<file path="src/design/eiec_pkg.sv">
// Shared types, constants and helpers for the external interrupt edge controller.
`default_nettype none
package eiec_pkg;

    localparam int LINES        = 16;
    localparam int CODE_W       = 4;
    localparam int SEL_REGS     = 4;
    localparam int LINES_PER_SEL = LINES / SEL_REGS;
    localparam int IRQ_W        = 7;
    localparam int REG_IDX_W    = 3;
    localparam int APB_ADDR_W   = REG_IDX_W + 2;
    localparam int APB_DATA_W   = 32;
    localparam int IN_DATA_W    = 5 * LINES;
    localparam int OUT_DATA_W   = 24;

    // Port codes
    localparam logic [CODE_W-1:0] PORT_A = 4'd0;
    localparam logic [CODE_W-1:0] PORT_B = 4'd1;
    localparam logic [CODE_W-1:0] PORT_C = 4'd2;
    localparam logic [CODE_W-1:0] PORT_D = 4'd3;

    // Item actions
    localparam logic ACT_SAMPLE = 1'b0;
    localparam logic ACT_CLEAR  = 1'b1;

    typedef enum logic [REG_IDX_W-1:0] {
        REG_RISE  = 3'd0,
        REG_FALL  = 3'd1,
        REG_IEN   = 3'd2,
        REG_SEL0  = 3'd3,
        REG_SEL4  = 3'd4,
        REG_SEL8  = 3'd5,
        REG_SEL12 = 3'd6
    } t_reg_idx;

    typedef struct packed {
        logic [SEL_REGS-1:0][LINES-1:0] sel;
        logic [LINES-1:0]               ien;
        logic [LINES-1:0]               fall;
        logic [LINES-1:0]               rise;
    } t_cfg;

    typedef struct packed {
        logic [LINES-1:0] clear_mask;
        logic [LINES-1:0] port_d;
        logic [LINES-1:0] port_c;
        logic [LINES-1:0] port_b;
        logic [LINES-1:0] port_a;
        logic             action;
    } t_item;

    typedef struct packed {
        logic [IRQ_W-1:0] irq;
        logic [LINES-1:0] pending;
    } t_result;

    // Lines 0..4 map one to one, 5..9 and 10..15 are ORed into one request each
    function automatic logic [IRQ_W-1:0] group_requests(input logic [LINES-1:0] p);
        logic [IRQ_W-1:0] r;
        r      = {2'b00, p[4:0]};
        r[5]   = |p[9:5];
        r[6]   = |p[15:10];
        return r;
    endfunction

endpackage
`default_nettype wire

</file>
<file path="src/design/eiec_core.sv">
// Line routing, edge detection and pending-bit state of the interrupt controller.
`default_nettype none
module eiec_core
    import eiec_pkg::*;
(
    input  wire     i_clk,
    input  wire     i_rst_n,
    input  t_cfg    i_cfg,
    input  wire     i_accept,
    input  t_item   i_item,
    output t_result o_result
);

    logic [LINES-1:0] r_prev_levels;
    logic [LINES-1:0] r_pending;
    logic [LINES-1:0] n_prev_levels;
    logic [LINES-1:0] n_pending;
    logic [LINES-1:0] cur_levels;
    logic [LINES-1:0] hit;

    // Route each line to the selected port pin; unused codes read as low
    always_comb begin
        logic [CODE_W-1:0] code;
        for (int n = 0; n < LINES; n++) begin
            code = i_cfg.sel[n / LINES_PER_SEL][(n % LINES_PER_SEL) * CODE_W +: CODE_W];
            case (code)
                PORT_A:  cur_levels[n] = i_item.port_a[n];
                PORT_B:  cur_levels[n] = i_item.port_b[n];
                PORT_C:  cur_levels[n] = i_item.port_c[n];
                PORT_D:  cur_levels[n] = i_item.port_d[n];
                default: cur_levels[n] = 1'b0;
            endcase
        end
    end

    assign hit = ((cur_levels & ~r_prev_levels & i_cfg.rise)
                | (~cur_levels & r_prev_levels & i_cfg.fall)) & i_cfg.ien;

    always_comb begin
        n_prev_levels = r_prev_levels;
        n_pending     = r_pending;
        if (i_item.action == ACT_CLEAR) begin
            n_pending = r_pending & ~i_item.clear_mask;
        end else begin
            n_pending     = r_pending | hit;
            n_prev_levels = cur_levels;
        end
    end

    always_ff @(posedge i_clk) begin
        if (!i_rst_n) begin
            r_prev_levels <= '0;
            r_pending     <= '0;
        end else if (i_accept) begin
            r_prev_levels <= n_prev_levels;
            r_pending     <= n_pending;
        end
    end

    assign o_result.pending = n_pending;
    assign o_result.irq     = group_requests(n_pending);

endmodule
`default_nettype wire

</file>
<file path="src/design/external_interrupt_edge_controller.sv">
// Top level: APB register file, stream ports and output buffering.
// Sixteen-line external interrupt edge controller. Each line watches one pin of
// port A..D chosen by a 4-bit code in the select registers (other codes read as
// low); an enabled rising or falling edge on an unmasked line sets its pending
// bit, and a clear transaction (tuser high) clears the pending bits given in its
// clear mask. Every input transaction yields one output transaction carrying the
// pending bits and seven grouped requests. Throughput is one transaction per
// clock while the output is not stalled: routing, edge detection and the
// pending update are a single level of logic between the state registers and
// the output register. A one-entry skid stage takes one more transaction while
// the output is stalled; s_axis_tready then drops until the output register
// drains. Configure only while idle.
`default_nettype none
module external_interrupt_edge_controller
    import eiec_pkg::*;
(
    input  wire                   i_clk,
    input  wire                   i_rst_n,
    // APB configuration port
    input  wire                   psel,
    input  wire                   penable,
    input  wire                   pwrite,
    input  wire  [APB_ADDR_W-1:0] paddr,
    input  wire  [APB_DATA_W-1:0] pwdata,
    output logic [APB_DATA_W-1:0] prdata,
    output logic                  pready,
    // Input stream
    input  wire                   s_axis_tvalid,
    output logic                  s_axis_tready,
    // tdata: port_a_levels, port_b_levels, port_c_levels, port_d_levels, clear_mask
    input  wire  [IN_DATA_W-1:0]  s_axis_tdata,
    // tuser: action
    input  wire                   s_axis_tuser,
    // Output stream
    output logic                  m_axis_tvalid,
    input  wire                   m_axis_tready,
    // tdata: pending_flags, irq_request, one zero pad bit
    output logic [OUT_DATA_W-1:0] m_axis_tdata
);

    t_cfg     r_cfg;
    t_item    item;
    t_result  result;
    t_result  r_out;
    t_result  r_skid;
    logic     r_out_valid;
    logic     r_skid_valid;
    logic     accept;
    logic     out_take;
    logic     cfg_wr;
    t_reg_idx reg_idx;

    // Configuration registers
    assign pready  = 1'b1;
    assign cfg_wr  = psel & penable & pwrite & pready;
    assign reg_idx = t_reg_idx'(paddr[APB_ADDR_W-1:2]);

    always_ff @(posedge i_clk) begin
        if (!i_rst_n) begin
            r_cfg <= '0;
        end else if (cfg_wr) begin
            case (reg_idx)
                REG_RISE:  r_cfg.rise   <= pwdata[LINES-1:0];
                REG_FALL:  r_cfg.fall   <= pwdata[LINES-1:0];
                REG_IEN:   r_cfg.ien    <= pwdata[LINES-1:0];
                REG_SEL0:  r_cfg.sel[0] <= pwdata[LINES-1:0];
                REG_SEL4:  r_cfg.sel[1] <= pwdata[LINES-1:0];
                REG_SEL8:  r_cfg.sel[2] <= pwdata[LINES-1:0];
                REG_SEL12: r_cfg.sel[3] <= pwdata[LINES-1:0];
                default:   ;
            endcase
        end
    end

    always_comb begin
        prdata = '0;
        case (reg_idx)
            REG_RISE:  prdata[LINES-1:0] = r_cfg.rise;
            REG_FALL:  prdata[LINES-1:0] = r_cfg.fall;
            REG_IEN:   prdata[LINES-1:0] = r_cfg.ien;
            REG_SEL0:  prdata[LINES-1:0] = r_cfg.sel[0];
            REG_SEL4:  prdata[LINES-1:0] = r_cfg.sel[1];
            REG_SEL8:  prdata[LINES-1:0] = r_cfg.sel[2];
            REG_SEL12: prdata[LINES-1:0] = r_cfg.sel[3];
            default:   prdata = '0;
        endcase
    end

    // Input transaction
    assign s_axis_tready   = !r_skid_valid;
    assign accept          = s_axis_tvalid & s_axis_tready;
    assign item.action     = s_axis_tuser;
    assign item.port_a     = s_axis_tdata[LINES-1:0];
    assign item.port_b     = s_axis_tdata[2*LINES-1:LINES];
    assign item.port_c     = s_axis_tdata[3*LINES-1:2*LINES];
    assign item.port_d     = s_axis_tdata[4*LINES-1:3*LINES];
    assign item.clear_mask = s_axis_tdata[5*LINES-1:4*LINES];

    eiec_core u_core (
        .i_clk    (i_clk),
        .i_rst_n  (i_rst_n),
        .i_cfg    (r_cfg),
        .i_accept (accept),
        .i_item   (item),
        .o_result (result)
    );

    // Output register with skid stage
    assign out_take = r_out_valid & m_axis_tready;

    always_ff @(posedge i_clk) begin
        if (!i_rst_n) begin
            r_out_valid  <= 1'b0;
            r_skid_valid <= 1'b0;
        end else if (!r_out_valid || out_take) begin
            if (r_skid_valid) begin
                r_out_valid  <= 1'b1;
                r_skid_valid <= 1'b0;
            end else begin
                r_out_valid  <= accept;
            end
        end else if (accept) begin
            // Output stalled: park the new result
            r_skid_valid <= 1'b1;
        end
    end

    always_ff @(posedge i_clk) begin
        if (!r_out_valid || out_take) begin
            r_out <= r_skid_valid ? r_skid : result;
        end else if (accept) begin
            r_skid <= result;
        end
    end

    assign m_axis_tvalid = r_out_valid;
    assign m_axis_tdata  = {1'b0, r_out.irq, r_out.pending};

endmodule
`default_nettype wire

</file>
<file path="config.mk">
export PLATFORM = sky130hd
export DESIGN_NAME = external_interrupt_edge_controller
export DESIGN_NICKNAME = d
export VERILOG_FILES = /design/src/design/eiec_pkg.sv /design/src/design/eiec_core.sv /design/src/design/external_interrupt_edge_controller.sv
export SDC_FILE = /design/constraint.sdc
export NUM_CORES = 1
export LEC_CHECK = 0
export BUFFER_PORTS_ARGS = -buffer_cell sky130_fd_sc_hd__buf_2
export CORE_MARGIN = 2
export CORE_UTILIZATION = 40
export CTS_CLUSTER_SIZE = 8
export DETAILED_ROUTE_END_ITERATION = 16
export GPL_TIMING_DRIVEN = 1
export PLACE_DENSITY = 0.6
export REMOVE_ABC_BUFFERS = 1
export SETUP_SLACK_MARGIN = 0.4
export SLEW_MARGIN = 30
export SYNTH_ARGS = -nofsm -noshare
export SYNTH_HDL_FRONTEND = slang
export SYNTH_HIERARCHICAL = 1
export SYNTH_SLANG_ARGS = --single-unit
</file>
<file path="constraint.sdc">
create_clock -name i_clk -period 6.8 [get_ports i_clk]
set_clock_uncertainty 0.1 [all_clocks]
set_input_delay 0.68 -clock i_clk [delete_from_list [all_inputs] [get_ports i_clk]]
set_output_delay 0.68 -clock i_clk [all_outputs]
set_load 0.005 [all_outputs]
</file>
==> results_dict.tcl <==
set metrics [dict create \
    outcome "completed" \
    grt_pass1_wl_um 37750 \
    syn_area_per_cell_um2 10.43 \
    seq_area_frac_synth_pct 45.61 \
    fin_nets 1148 \
    ioPinCount 184 \
    portBuffers 147 \
    grt_setup_unrepaired "false" \
    numCtsBuffers 17 \
    crit_arrival_ps 2740 \
    post_drt_wl_per_cell_um 18.24 \
    die-area_mm2 0.02484 \
    htreeDepth 4 \
    p_seq_share_pct 49.1 \
    hp-start "r_cfg[107]" \
    syn_area_mm2 0.009438 \
    fin_tns_setup_ps 0 \
    cts-root-buf "clkbuf_16" \
    synth-edff-count 46 \
    critical_path_required_ps 6020 \
    drt_iter0_markers 470 \
    post_cts_resized 0 \
    via_per_inst 5.233 \
    yosys_warnings 6 \
    worst_slack_ps 3279 \
    cts_sinks 192 \
    p_int_mw 1.874 \
    final_hold_viol_count 0 \
    cp_cell_sequence "buf_2, buf_4, nand2b_1, o221a_2, a221oi_1, buf_2" \
    grt_pass1_vias 6710 \
    final_area_mm2 0.01092 \
    path_common_cell "buf_2" \
    drcViolationCount 0 \
    start_util_pct 40.45 \
    dpl_worst_slack_ps 3284 \
    clk_latency_ps 430 \
    setup_viol 0 \
    slew-limit-headroom_pct 34.47 \
    start_kind "input pin" \
    worstHoldPathCells 2 \
    gp_congestion 0.8008 \
    synth_seq_cells 192 \
    cpPeakStageDelay_ps 560 \
    timing.final.crit_share_pct 51.78 \
    r2r-end "m_axis_tdata[2]" \
    ys.flop_type "dfxtp_1" \
    die_w_um 157.6 \
    switching_share_pct 24.15 \
    powerDensity_mw_per_mm2 226.1 \
    switching_power_mw 0.5967 \
    vias 7091 \
    finalCriticalPeriod_ps 3521 \
    synthArstFlopShare_pct 0 \
    crit_type "in -> out" \
    cp_max_fo 46 \
    cp_top_family "compound AO/OA/AOI/OAI gates" \
    place_area_mm2 0.01031 \
    worst_r2r_path_depth 5 \
    clockBufferDepth 2 \
    first_pass_iters 5 \
    syn_to_final_growth_pct 15.75 \
    final_antenna_net_count 0 \
    gr-total-overflow 0 \
    cp-end-kind "primary output" \
    antenna_found_initial 0 \
    rr_startpoint "r_cfg[56]" \
    hold_path.class "reg -> reg" \
    cts_setup_buffers 0 \
    ctsHoldBuffers 0 \
    cp_num_buf_inv 3 \
    cpMaxStageDelayCell "nand2b_1" \
    groute.usage.overall_pct 20.01 \
    worstMarginPinSlew_ps 978.5 \
    grt_max_degree 73 \
    drv_slew 0 \
    power_leakage_nw 4.446 \
    die_h_um 157.6 \
    drive_gt1_share_pct 25.39 \
    core_mm2 0.02333 \
    clk_pin_slew_ps 70 \
    rows 56 \
    cts_tree "built" \
    ys_types 46 \
    wirelength_um 24710 \
    rrSetupSlack_ps 4230 \
    clkPwrFrac_pct 42.1 \
    dp_hpwl_um 16500 \
    ir_drop_mv 0.1602 \
    antenna_cells 0 \
    hold_path_end "r_cfg[107]" \
    synthCells 905 \
    fmax_mhz 284.0 \
    comb_power_share_pct 8.8 \
    drv_cap 0 \
]
==> cell usage after synthesis (12+ instances only) <==
cell type	instances	area (µm²)
o21ai_0	16	80.08
nand2_1	181	679.4
nor4bb_1	12	120.1
a21oi_1	27	135.1
clkbuf_1	25	93.84
dfxtp_1	146	2923
nor2_1	16	60.06
buf_2	14	70.07
mux2i_1	181	1812
nor2b_1	15	93.84
edfxtp_1	46	1381
buf_4	31	232.7
and4b_1	16	160.2
inv_1	13	48.80
mux2_2	38	427.9
==> layout make-up <==
cell class	instances	area, µm²
multi-input combinational	638	4721
clock buffer	18	429.2
timing repair buffer	161	843.3
sequential	192	4304
inverter	13	48.80
clock inverter	14	178.9
tap	319	399.1
fill	2209	12410
==> power groups by stage <==
stage | sequential, mW | clock (mW) | combinational (mW)
2_1_floorplan | 1.24 | 0 | 0.0981
3_3_place_gp | 1.24 | 0 | 0.216
3_5_place_dp | 1.24 | 0 | 0.218
4_1_cts | 1.21 | 1.06 | 0.219
5_1_grt | 1.22 | 1.11 | 0.238
6_report | 1.21 | 1.04 | 0.217
==> state kept, by name, summed over array words and instances (netlist names) <==
register              cells
m_axis_tdata             23
m_axis_tvalid             1
r_cfg                   112
r_skid                   23
r_skid_valid              1
u_core/r_pending         16
u_core/r_prev_levels     16
==> cell usage in the layout (no fill, tap or decap), types with 11 or more instances in the layout <==
master | Yosys | layout
nor2_1 | 16 | 16
dfxtp_1 | 146 | 146
nor4bb_1 | 12 | 12
nor2b_1 | 15 | 11
clkbuf_16 | 0 | 17
buf_4 | 31 | 15
buf_2 | 14 | 146
inv_1 | 13 | 13
nand2_1 | 181 | 181
a21oi_1 | 27 | 27
conb_1 | 2 | 18
edfxtp_1 | 46 | 46
and4b_1 | 16 | 16
o21ai_0 | 16 | 16
mux2i_1 | 181 | 181
mux2_2 | 38 | 38
==> per-layer routing <==
| metal | wire [µm] | global-route usage [%] | vias up |
|---|---|---|---|
| met5 | 0 | 0 | - |
| met2 | 11810 | 32.92 | 159 |
| met3 | 839 | 2.874 | 23 |
| met1 | 11680 | 27.18 | 3439 |
| met4 | 384 | 6.407 | 0 |
| li1 | - | - | 3470 |
==> worst register-to-register path: stages, from the launching register on <==
cell,delay [ps]
dfxtp_1,420
mux2i_1,120
a2111oi_2,610
mux2i_1,570
nand2_1,200
mux2_2,310
==> cell families (layout without fill, tap and decap cells) <==
family	after synthesis	in the layout	synth area share, %
buffers and inverters	91	206	5.223
muxes	222	222	24.45
AOI/OAI and AO/OA	114	114	9.028
other	2	18	0.07957
DFF	192	192	45.61
and+or+nand+nor	284	284	15.62
==> worst max-delay path by stage <==
stage	from	endpoint	slack, ps	depth (start not counted)
floorplan	m_axis_tready	r_skid[0]	3130	2
global placement	paddr[2]	prdata[9]	3250	5
detailed placement	paddr[3]	prdata[6]	3280	6
CTS	paddr[2]	prdata[3]	3270	5
global route	paddr[3]	prdata[6]	3130	6
finish	paddr[3]	prdata[12]	3280	6
==> through the flow <==
step           util (%)  hold WS [ps]  power [mW]  cells
3_3_place_gp      44.19         353.6       1.453   1323
6_report          46.82         372.9       2.470   1355
3_5_place_dp      44.19         361.9       1.456   1323
5_1_grt           46.82         377.5       2.560   1355
2_1_floorplan         -         344.1       1.337    843
4_1_cts           46.80         373.1       2.495   1355
No activity file was read; power rests on OpenSTA's default activity.
